===== config.mk =====
export PLATFORM = sky130hd
export DESIGN_NAME = curve_orientation_frame_flat
export DESIGN_NICKNAME = d
export VERILOG_FILES = /design/src/sv/cof_pkg.sv /design/src/sv/cof_if.sv /design/src/sv/curve_orientation_frame.sv /design/src/flat_wrapper.sv
export SDC_FILE = /design/constraint.sdc
export NUM_CORES = 2
export LEC_CHECK = 0
export BUFFER_PORTS_ARGS = -buffer_cell sky130_fd_sc_hd__buf_2
export CORE_ASPECT_RATIO = 0.75
export CORE_MARGIN = 3
export CORE_UTILIZATION = 60
export CTS_CLUSTER_SIZE = 16
export DETAILED_ROUTE_END_ITERATION = 10
export PLACE_DENSITY_LB_ADDON = 0.1
export SYNTH_ARGS = -nofsm -noshare
export SYNTH_HDL_FRONTEND = slang
export SYNTH_SLANG_ARGS = --single-unit

===== constraint.sdc =====
create_clock -name clk -period 15.8 [get_ports clk]
set_input_delay 0.79 -clock clk [delete_from_list [all_inputs] [get_ports clk]]
set_output_delay 0.79 -clock clk [all_outputs]
set_load 0.01 [all_outputs]

===== src/sv/cof_pkg.sv =====
`timescale 1ns / 1ps

package cof_pkg;

    localparam int QW = 16;
    localparam logic signed [QW-1:0] Q_ONE = 16'sd16384;
    localparam int QUO_W = 15;
    localparam int NUM_W = 47;

    typedef logic signed [QW-1:0] q14_t;

    typedef struct packed {
        logic signed [31:0] tangent_x;
        logic signed [31:0] tangent_y;
        logic signed [31:0] tangent_z;
    } tangent_t;

    typedef struct packed {
        logic signed [QW-1:0] fwd_x;
        logic signed [QW-1:0] fwd_y;
        logic signed [QW-1:0] fwd_z;
        logic signed [QW-1:0] up_out_x;
        logic signed [QW-1:0] up_out_y;
        logic signed [QW-1:0] up_out_z;
        logic signed [QW-1:0] side_x;
        logic signed [QW-1:0] side_y;
        logic signed [QW-1:0] side_z;
        logic                 degenerate;
    } frame_t;

endpackage


===== src/sv/cof_if.sv =====
`timescale 1ns / 1ps

interface cof_tangent_if;
    logic               valid;
    logic               ready;
    cof_pkg::tangent_t  data;

    modport source (output valid, output data, input ready);
    modport sink (input valid, input data, output ready);
endinterface

interface cof_frame_if;
    logic             valid;
    logic             ready;
    cof_pkg::frame_t  data;

    modport source (output valid, output data, input ready);
    modport sink (input valid, input data, output ready);
endinterface


===== src/sv/curve_orientation_frame.sv =====
`timescale 1ns / 1ps

// Builds a forward / side / up frame in Q1.14 from one Q16.16 tangent word and keeps the up
// vector for the next word. A word passes three normalizations and two cross products on its way
// to the result register; a zero length ends it early with the held frame flagged degenerate.
// Each normalization squares on the shared multiplier, then runs the one-bit-per-cycle square
// root and the one-bit-per-cycle quotient for three components.
// The input is not ready while a word is in work; a finished frame waits in the output
// register while the next tangent is taken.
module curve_orientation_frame (
    input  logic               clk,
    input  logic               rst_n,
    cof_tangent_if.sink        tangent,
    cof_frame_if.source        frame
);

    localparam logic [2:0] S_IDLE  = 3'd0;
    localparam logic [2:0] S_SQ    = 3'd1;
    localparam logic [2:0] S_ROOT  = 3'd2;
    localparam logic [2:0] S_DIV   = 3'd3;
    localparam logic [2:0] S_CROSS = 3'd4;
    localparam logic [2:0] S_OUT   = 3'd5;

    logic [2:0]                     state_reg, state_next;
    logic [4:0]                     cnt_reg, cnt_next;
    logic [1:0]                     pass_reg, pass_next;
    logic [1:0]                     comp_reg, comp_next;
    logic                           ok_reg, ok_next;
    logic signed [31:0]             vec_reg [3];
    logic signed [31:0]             vec_next [3];
    logic [63:0]                    acc_reg, acc_next;
    logic signed [63:0]             prod_reg, prod_next;
    logic [63:0]                    n_reg, n_next;
    logic [cof_pkg::NUM_W-1:0]      rem_reg, rem_next;
    logic [31:0]                    root_reg, root_next;
    logic [cof_pkg::QUO_W-1:0]      quo_reg, quo_next;
    cof_pkg::q14_t                  fwd_w_reg [3];
    cof_pkg::q14_t                  fwd_w_next [3];
    cof_pkg::q14_t                  side_w_reg [3];
    cof_pkg::q14_t                  side_w_next [3];
    cof_pkg::q14_t                  up_w_reg [3];
    cof_pkg::q14_t                  up_w_next [3];
    cof_pkg::q14_t                  hfwd_reg [3];
    cof_pkg::q14_t                  hfwd_next [3];
    cof_pkg::q14_t                  hside_reg [3];
    cof_pkg::q14_t                  hside_next [3];
    cof_pkg::q14_t                  up_reg [3];
    cof_pkg::q14_t                  up_next [3];
    logic                           out_valid_reg, out_valid_next;
    cof_pkg::frame_t                out_reg, out_next;

    logic signed [32:0]             mul_a;
    logic signed [32:0]             mul_b;
    logic signed [65:0]             product;
    logic [31:0]                    mag0;
    logic [33:0]                    sq_rem;
    logic [33:0]                    sq_trial;
    logic [31:0]                    root_new;
    logic [cof_pkg::NUM_W-1:0]      div_trial;
    logic [cof_pkg::NUM_W-1:0]      num_first;
    logic [cof_pkg::NUM_W-1:0]      num_second;
    logic                           div_bit;
    logic [cof_pkg::QUO_W-1:0]      quo_new;
    cof_pkg::q14_t                  unit_val;
    cof_pkg::q14_t                  av [3];
    cof_pkg::q14_t                  bv [3];
    logic [2:0]                     cx;
    logic [63:0]                    sq_sum;

    assign product = mul_a * mul_b;
    assign mag0 = vec_reg[0][31] ? 32'(-vec_reg[0]) : 32'(vec_reg[0]);
    assign sq_sum = acc_reg + 64'(prod_reg);

    assign tangent.ready = (state_reg == S_IDLE);
    assign frame.valid = out_valid_reg;
    assign frame.data = out_reg;

    always_comb
    begin
        state_next = state_reg;
        cnt_next = cnt_reg;
        pass_next = pass_reg;
        comp_next = comp_reg;
        ok_next = ok_reg;
        vec_next = vec_reg;
        acc_next = acc_reg;
        prod_next = prod_reg;
        n_next = n_reg;
        rem_next = rem_reg;
        root_next = root_reg;
        quo_next = quo_reg;
        fwd_w_next = fwd_w_reg;
        side_w_next = side_w_reg;
        up_w_next = up_w_reg;
        hfwd_next = hfwd_reg;
        hside_next = hside_reg;
        up_next = up_reg;
        out_valid_next = out_valid_reg;
        out_next = out_reg;

        mul_a = {1'b0, mag0};
        mul_b = {1'b0, mag0};
        sq_rem = {rem_reg[31:0], n_reg[63:62]};
        sq_trial = {root_reg, 2'b01};
        root_new = (sq_rem >= sq_trial) ? {root_reg[30:0], 1'b1} : {root_reg[30:0], 1'b0};
        div_trial = cof_pkg::NUM_W'(root_reg) << cnt_reg[3:0];
        div_bit = (rem_reg >= div_trial);
        quo_new = {quo_reg[cof_pkg::QUO_W-2:0], div_bit};
        unit_val = vec_reg[0][31] ? 16'sd0 - 16'(quo_new) : 16'(quo_new);
        num_first = {1'b0, mag0, 14'b0} + cof_pkg::NUM_W'(root_new >> 1);
        num_second = {1'b0, (vec_reg[1][31] ? 32'(-vec_reg[1]) : 32'(vec_reg[1])), 14'b0}
                     + cof_pkg::NUM_W'(root_reg >> 1);
        cx = cnt_reg[2:0] - 3'd1;

        for (int i = 0; i < 3; i++)
        begin
            av[i] = (pass_reg == 2'd1) ? fwd_w_reg[i] : side_w_reg[i];
            bv[i] = (pass_reg == 2'd1) ? up_reg[i] : fwd_w_reg[i];
        end

        if (frame.valid && frame.ready)
        begin
            out_valid_next = 1'b0;
        end

        unique case (state_reg)
            S_IDLE:
            begin
                if (tangent.valid)
                begin
                    vec_next[0] = tangent.data.tangent_x;
                    vec_next[1] = tangent.data.tangent_y;
                    vec_next[2] = tangent.data.tangent_z;
                    pass_next = 2'd0;
                    cnt_next = '0;
                    acc_next = '0;
                    state_next = S_SQ;
                end
            end
            S_SQ:
            begin
                // square each magnitude; rotate so component zero is always the one in hand
                if (cnt_reg != 5'd0)
                begin
                    acc_next = sq_sum;
                end
                if (cnt_reg == 5'd3)
                begin
                    n_next = sq_sum;
                    rem_next = '0;
                    root_next = '0;
                    cnt_next = '0;
                    state_next = S_ROOT;
                end
                else
                begin
                    prod_next = product[63:0];
                    vec_next[0] = vec_reg[1];
                    vec_next[1] = vec_reg[2];
                    vec_next[2] = vec_reg[0];
                    cnt_next = cnt_reg + 5'd1;
                end
            end
            S_ROOT:
            begin
                rem_next = cof_pkg::NUM_W'((sq_rem >= sq_trial) ? sq_rem - sq_trial : sq_rem);
                root_next = root_new;
                n_next = {n_reg[61:0], 2'b00};
                cnt_next = cnt_reg + 5'd1;
                if (cnt_reg == 5'd31)
                begin
                    if (root_new == 32'd0)
                    begin
                        ok_next = 1'b0;
                        state_next = S_OUT;
                    end
                    else
                    begin
                        rem_next = num_first;
                        quo_next = '0;
                        comp_next = 2'd0;
                        cnt_next = 5'd14;
                        state_next = S_DIV;
                    end
                end
            end
            S_DIV:
            begin
                rem_next = div_bit ? rem_reg - div_trial : rem_reg;
                quo_next = quo_new;
                cnt_next = cnt_reg - 5'd1;
                if (cnt_reg == 5'd0)
                begin
                    case (pass_reg)
                        2'd0:    fwd_w_next[comp_reg] = unit_val;
                        2'd1:    side_w_next[comp_reg] = unit_val;
                        default: up_w_next[comp_reg] = unit_val;
                    endcase
                    vec_next[0] = vec_reg[1];
                    vec_next[1] = vec_reg[2];
                    vec_next[2] = vec_reg[0];
                    if (comp_reg == 2'd2)
                    begin
                        cnt_next = '0;
                        if (pass_reg == 2'd2)
                        begin
                            ok_next = 1'b1;
                            state_next = S_OUT;
                        end
                        else
                        begin
                            pass_next = pass_reg + 2'd1;
                            state_next = S_CROSS;
                        end
                    end
                    else
                    begin
                        comp_next = comp_reg + 2'd1;
                        rem_next = num_second;
                        quo_next = '0;
                        cnt_next = 5'd14;
                    end
                end
            end
            S_CROSS:
            begin
                unique case (cnt_reg[2:0])
                    3'd0:
                    begin
                        mul_a = 33'(av[1]);
                        mul_b = 33'(bv[2]);
                    end
                    3'd1:
                    begin
                        mul_a = 33'(av[2]);
                        mul_b = 33'(bv[1]);
                    end
                    3'd2:
                    begin
                        mul_a = 33'(av[2]);
                        mul_b = 33'(bv[0]);
                    end
                    3'd3:
                    begin
                        mul_a = 33'(av[0]);
                        mul_b = 33'(bv[2]);
                    end
                    3'd4:
                    begin
                        mul_a = 33'(av[0]);
                        mul_b = 33'(bv[1]);
                    end
                    3'd5:
                    begin
                        mul_a = 33'(av[1]);
                        mul_b = 33'(bv[0]);
                    end
                    default:
                    begin
                        mul_a = '0;
                        mul_b = '0;
                    end
                endcase
                prod_next = product[63:0];
                if (cnt_reg != 5'd0)
                begin
                    if (!cx[0])
                    begin
                        acc_next = 64'(prod_reg);
                    end
                    else
                    begin
                        vec_next[cx[2:1]] = 32'(64'(acc_reg) - 64'(prod_reg));
                    end
                end
                if (cnt_reg == 5'd6)
                begin
                    acc_next = '0;
                    cnt_next = '0;
                    state_next = S_SQ;
                end
                else
                begin
                    cnt_next = cnt_reg + 5'd1;
                end
            end
            S_OUT:
            begin
                if (!out_valid_reg || frame.ready)
                begin
                    if (ok_reg)
                    begin
                        hfwd_next = fwd_w_reg;
                        hside_next = side_w_reg;
                        up_next = up_w_reg;
                        out_next.fwd_x = fwd_w_reg[0];
                        out_next.fwd_y = fwd_w_reg[1];
                        out_next.fwd_z = fwd_w_reg[2];
                        out_next.side_x = side_w_reg[0];
                        out_next.side_y = side_w_reg[1];
                        out_next.side_z = side_w_reg[2];
                        out_next.up_out_x = up_w_reg[0];
                        out_next.up_out_y = up_w_reg[1];
                        out_next.up_out_z = up_w_reg[2];
                    end
                    else
                    begin
                        out_next.fwd_x = hfwd_reg[0];
                        out_next.fwd_y = hfwd_reg[1];
                        out_next.fwd_z = hfwd_reg[2];
                        out_next.side_x = hside_reg[0];
                        out_next.side_y = hside_reg[1];
                        out_next.side_z = hside_reg[2];
                        out_next.up_out_x = up_reg[0];
                        out_next.up_out_y = up_reg[1];
                        out_next.up_out_z = up_reg[2];
                    end
                    out_next.degenerate = !ok_reg;
                    out_valid_next = 1'b1;
                    state_next = S_IDLE;
                end
            end
            default:
            begin
                state_next = S_IDLE;
            end
        endcase
    end

    always_ff @(posedge clk or negedge rst_n)
    begin
        if (!rst_n)
        begin
            state_reg <= S_IDLE;
            cnt_reg <= '0;
            pass_reg <= '0;
            comp_reg <= '0;
            ok_reg <= 1'b0;
            out_valid_reg <= 1'b0;
            hfwd_reg[0] <= cof_pkg::Q_ONE;
            hfwd_reg[1] <= '0;
            hfwd_reg[2] <= '0;
            hside_reg[0] <= '0;
            hside_reg[1] <= '0;
            hside_reg[2] <= cof_pkg::Q_ONE;
            up_reg[0] <= '0;
            up_reg[1] <= cof_pkg::Q_ONE;
            up_reg[2] <= '0;
        end
        else
        begin
            state_reg <= state_next;
            cnt_reg <= cnt_next;
            pass_reg <= pass_next;
            comp_reg <= comp_next;
            ok_reg <= ok_next;
            out_valid_reg <= out_valid_next;
            hfwd_reg <= hfwd_next;
            hside_reg <= hside_next;
            up_reg <= up_next;
        end
    end

    always_ff @(posedge clk)
    begin
        vec_reg <= vec_next;
        acc_reg <= acc_next;
        prod_reg <= prod_next;
        n_reg <= n_next;
        rem_reg <= rem_next;
        root_reg <= root_next;
        quo_reg <= quo_next;
        fwd_w_reg <= fwd_w_next;
        side_w_reg <= side_w_next;
        up_w_reg <= up_w_next;
        out_reg <= out_next;
    end

    a_busy_after_accept: assert property (@(posedge clk) disable iff (!rst_n)
        tangent.valid && tangent.ready |=> !tangent.ready)
        else $error("input ready right after accepting a tangent");

    a_quotient_range: assert property (@(posedge clk) disable iff (!rst_n)
        state_reg == S_DIV && cnt_reg == 5'd0 |-> quo_new <= 15'd16384)
        else $error("unit component above one");

    a_up_nonzero: assert property (@(posedge clk) disable iff (!rst_n)
        !(up_reg[0] == 16'sd0 && up_reg[1] == 16'sd0 && up_reg[2] == 16'sd0))
        else $error("stored up vector is zero");

    a_root_zero_degenerate: assert property (@(posedge clk) disable iff (!rst_n)
        state_reg == S_ROOT && cnt_reg == 5'd31 && root_new == 32'd0 |=> !ok_reg)
        else $error("zero length not flagged");

endmodule

===== src/flat_wrapper.sv =====
// flat-port wrapper written by rule: the top's interface ports become plain ports
module curve_orientation_frame_flat 
  (clk, rst_n, tangent_valid, tangent_data, tangent_ready, frame_valid, frame_data, frame_ready);
  cof_tangent_if tangent_i ();
  cof_frame_if frame_i ();
  input  logic clk;
  input  logic rst_n;
  input wire logic [$bits(tangent_i.valid)-1:0] tangent_valid;
  input wire logic [$bits(tangent_i.data)-1:0] tangent_data;
  output wire logic [$bits(tangent_i.ready)-1:0] tangent_ready;
  output wire logic [$bits(frame_i.valid)-1:0] frame_valid;
  output wire logic [$bits(frame_i.data)-1:0] frame_data;
  input wire logic [$bits(frame_i.ready)-1:0] frame_ready;
  assign tangent_i.valid = tangent_valid;
  assign tangent_i.data = tangent_data;
  assign tangent_ready = tangent_i.ready;
  assign frame_valid = frame_i.valid;
  assign frame_data = frame_i.data;
  assign frame_i.ready = frame_ready;
  curve_orientation_frame u_core (.clk(clk), .rst_n(rst_n), .tangent(tangent_i), .frame(frame_i));
endmodule

After elaboration in Yosys (flattened, before gate mapping). Index checks and enable logic that the tools add are counted.

$add $sub $neg: 14. $mul: 1. Divide/modulo/power cells: 0. Order comparisons: 6. Equal/unequal tests: 34. Shift-type cells: 1. Muxes and demuxes: 91. Bitwise logic cells: 3. Reductions and logical operators: 43.

Operators with widths (count): $mux W96 (5); $mux W64 (7); $pmux W96 S4 (1); $mux W47 (7); $pmux W64 S2 (2); $pmux W33 S3 (2); $pmux W64 S3 (1); $bwmux W48 (3); $mux W144 (1); $pmux W47 S3 (1); $mux W16 (8); $mux W32 (4); $bwmux W96 (1); $add A46 B31 Y47 (2); $mux W33 (2); $add A64 B64 Y64 (1); $demux W32 S2 (1); $mul A33 B33 Y64 (1); $neg A32 Y32 (2); $pmux W32 S2 (1); $mux W14 (4); $ge A47 B47 Y1 (1); $shl A32 B4 Y47 (1); $sub A47 B47 Y47 (1); 52 further kinds (133).

Register bits after elaboration: 828. Bits in latches: 0. Memory bits (writable): 0. Memory bits (read-only): 0. Input port bits: 100. Output and inout port bits: 147. Logic and storage cells: 236. Memories kept: 0.

Longest topological paths before layout.
Word-level depth: 10. Mapped depth: 44. Depth with buffers taken out: 38.

Least setup slack after synthesis. Ideal clock, no wire load.

Path kind: flip-flop to flip-flop. Start: register u_core.cnt_reg[0]. End: register u_core.acc_reg[0], enable pin. Library setup time: 0.828 ns. Arrival time: 12.088 ns. Data required time: 14.972 ns. Path slack: 2.884 ns. Stages on the path, launching flop included: 10. Path buffers: 4. Period minus slack after synthesis: 12.916 ns. Path through: dfrtp_1 -> clkbuf_1 -> buf_1 -> inv_1 -> clkbuf_1 -> ha_1 -> clkbuf_1 -> nand2_1 -> a21oi_1 -> a2111oi_0.

Longest elaborated chain between the ends: 3. Elaborated cells between the ends (all ways): 7. Classes of those cells: add/sub (1); eq/ne (4); reduce/logical (2).

RTL lines: start: declaration (line curve_orientation_frame.sv:25) `logic [4:0] cnt_reg, cnt_next;`; start signal: assignment (line curve_orientation_frame.sv:353) `cnt_reg <= cnt_next;`; $sub A3 B1 Y3, or another cell as far along (line curve_orientation_frame.sv:113) `cx = cnt_reg[2:0] - 3'd1;`; $ne A3 B3 Y1 (no source line), or another cell as far along; $reduce_and A5 Y1 (no source line) *; end signal: assignment (line curve_orientation_frame.sv:367) `acc_reg <= acc_next;`; end: declaration (line curve_orientation_frame.sv:31) `logic [63:0] acc_reg, acc_next;`.

Every way passes the cells marked *; elsewhere a longest branch is shown, timed or not. A chain may end at the register's enable or synchronous reset.

Worst setup path after layout.
Start: register u_core.cnt_reg[0]. End: register u_core.prod_reg[63], data pin.

Longest elaborated chain between the ends: 7. Elaborated cells between the ends (all ways): 19. Classes of those cells: mul (1); eq/ne (5); mux (6); reduce/logical (7).

RTL lines: $eq A3 B3 Y1, or another cell as far along (line curve_orientation_frame.sv:227) `unique case (cnt_reg[2:0])`; $reduce_or A2 Y1 (no source line); $pmux W33 S3 (line curve_orientation_frame.sv:227); $mux W33 (line curve_orientation_frame.sv:126) `unique case (state_reg)`; $mul A33 B33 Y64 * (line curve_orientation_frame.sv:70) `assign product = mul_a * mul_b;`; $mux W64 (line curve_orientation_frame.sv:147) `if (cnt_reg == 5'd3)`; $pmux W64 S2 * (line curve_orientation_frame.sv:126); via u_core.prod_next[63] (line curve_orientation_frame.sv:32) `logic signed [63:0] prod_reg, prod_next;`; end signal: assignment (line curve_orientation_frame.sv:368) `prod_reg <= prod_next;`; end: declaration (line curve_orientation_frame.sv:32).

Mark *: on every way through the listed nets, which the timed path passes. The rest lies on a longest branch. The select of a mux whose other input is x is not followed.

==> impl_results.md <==
- TritonRoute pass-1 iters: 10
- Biggest area consumer among synthesized cells: fa_1
- DP HPWL: 247.6 mm
- Post-route clock period utilization: 0.8136
- Tmin final: between 10,000 and 15,000 ps
- Reg area: 24,080 um^2
- Initial DRC Count: 10,446
- Setup TNS: 0 ps
- Die Ht: 339.1 um
- Post-synth ARST share: 0.1908
- Worst ir drop on vdd: 98.74 uV
- Vias/cell: ~6.4
- Largest stage delay on the critical path: ~860 ps
- Final Skew: 66.27 ps
- Postcts setup bufs: 0
- Via count: 71,753
- Core area: approximately 150,000 um^2
- Max-cap violations: 0
- Total track usage: 0.4150
- Sequential fraction of the synthesis area: 0.2713
- Fin area: 94,980 um^2
- Crit Path Class: flip-flop to flip-flop
- Total clock sinks: 828
- Clk buf depth: 3
- PortBufs: 246
- Hold buffer count at cts: 0
- FMAX: 77.79 MHz
- Largest net degree at the start of global routing: 94
- Crit start category: flip-flop
- Post-route DRC: 0
- Die footprint: approximately 150,000 um^2
- Mean routed wirelength per cell: 28.47 um
- Top cells by area, synth: fa_1 (25%), edfxtp_1 (23%), ha_1 (6.2%), inv_1 (6.0%), dfrtp_1 (4.4%)
- Slew @ Worst Pin: 1450 ps
- Initial antenna violation count: 18
- Row count: 121
- TritonCTS clock tree: built
- Post-DRT Antenna Nets: 0
- Type of the worst min-delay path: input pin to asynchronous set/reset pin
- Post-Synthesis Cell Area: roughly 90,000 um^2
- Main synth FF type: edfxtp_1
- CP endpoint kind: flip-flop
- Placed cell area: 92,040 um^2
- Most frequent cell after synthesis: inv_1
- Synthesized net count: 10,807
- Max reg flops: between 100 and 150
- H-Tree Depth: 3
- Max-slew violations: 0
- Power Dens Cells: 46.99 nW/um^2
- Status: finished, final reports clean
- Syn Area/Cell: 9.713 um^2
- YS warnings: 0
- Reg2reg start: u_core.cnt_reg[0]
- Final wirelength: 318.7 mm
- Count of unique library cells instantiated by Yosys: 98
- Final Setup Violations: 0
- CP max FO: 46
- Grt total ovfl: 0
- Nets@finish: 10,816
- Mapped Cells: 9,137
- Worst slew margin: 0.02979
- GPL Wtd Cong: between 1 and 1.5
- Commonest cells post-synth: inv_1 (1,430), fa_1 (1,130), nand2_1 (935)
- Fin cells: roughly 11,000
- Post-CTS Resized: 0
- FF-to-FF path depth: 33
- Post-synth top area share: 0.2549
- Area occupied by multi-input gates: 57,720 um^2
- Initial Util: 0.6081
- First-pass GRT wire length: 468.8 mm
- CTS root buf: clkbuf_16
- Worst path slowest cell: fa_1
- DIE WIDTH: 450.1 um
- Most Frequent Cell on Critical Path: fa_1
- Vias in the first global route: 70,461
- Share of layout cells above drive strength 1: 0.1084
- Worst-skew pair later-pin latency: 740 ps
- RSZ-0062 raised after global routing: no
- Flops & latches, synth: 828
- Total CTS buffers: 87
- EDFF count, synth: 670
- WP data arrival: 13,280 ps
- Clock transition at the registers of the reported paths: ~60 ps
- Ports: 247
- Pleak: 45.02 nW
- Final hold violations: 0
- Placed insts: 11,024
- Worst endpoint required time: between 15,000 and 20,000 ps
- Filler Cells Inserted: between 10,000 and 15,000
- CP Launch Point: u_core.cnt_reg[0]
- Layout Area Growth over Synthesis: 7.024%
worst paths after layout:
| check | endpoint | slack (ps) |
|---|---|---|
| worst max-delay path | u_core.prod_reg[63] | 2940 |
| worst min-delay path | u_core.hside_reg[11] | 140 |
| worst max register to register | u_core.prod_reg[63] | 2940 |
| worst min register to register | u_core.hfwd_reg[41] | 500 |
| max in group asynchronous | u_core.ok_reg | 13990 |
| min in group clk | u_core.vec_reg[2] | 370 |
placed cells by master (no fill, tap or decap), types with 105 or more instances in the layout:
cell,synthesis,final
inv_1,1430,1430
nand3_1,105,105
a22oi_1,114,114
buf_2,15,245
mux2_2,334,334
fa_1,1130,1129
nor2_1,882,867
xnor2_1,241,238
o21ai_0,375,370
edfxtp_1,670,670
buf_4,0,155
dfrtp_1,155,152
nand2_1,935,929
a21oi_1,367,364
a21o_1,157,156
mux2i_1,114,114
ha_1,440,439
metrics by stage:
step                  util  setup slack, ps  hold WS, ps  power, mW
global route        0.6507             2351        189.5      4.572
finish              0.6508             2944        136.4      4.463
CTS                 0.6506             3252        163.6      4.482
global placement    0.6306             3560        479.6      2.405
floorplan                -             2884        475.4      2.375
detailed placement  0.6306             3281        490.0      2.405
cell families after synthesis:
logic type	synth area share
fa+ha+maj	0.3169
mux	0.06006
xor+xnor	0.03430
simple gates	0.1199
compound gates	0.1162
flops	0.2713
buf+inv	0.08126
where the power goes:
part	switching (mW)	internal, mW
logic	0.0218	0.00917
clock network	0.951	1.15
registers	0.00000000000000000862	2.33
critical path, delay by kind of cell, from the launching register on:
kind	cells	cell delay (ps)
adder cells (fa/ha/maj)	9	5020
buffers and inverters	9	2760
XOR/XNOR	6	1950
AND/OR/NAND/NOR	6	1810
AO/OA/AOI/OAI	2	430
flip-flops	1	340
multiplexers	1	180
layer usage:
metal | share of wire | vias to the layer above | track usage | wire length, um
met3 | 0.17 | 704 | 0.1907 | 53630
li1 | - | 30279 | - | -
met4 | 0.042 | 14 | 0.1415 | 13400
met1 | 0.40 | 35763 | 0.6023 | 128500
met2 | 0.39 | 4993 | 0.5431 | 122700
met5 | 0.0012 | - | 0.01406 | 385
layout make-up:
cell class                      instances  area share
Sequential cell                       828      0.2536
Clock buffer                          113     0.02470
Multi-Input combinational cell       6395      0.6076
Inverter                             1432     0.05659
Antenna cell                            9   0.0002371
Timing Repair Buffer                  402     0.02540
Tap cell                             1968     0.02592
Clock inverter                         47    0.005967
Power figures use the tool's default switching activity.
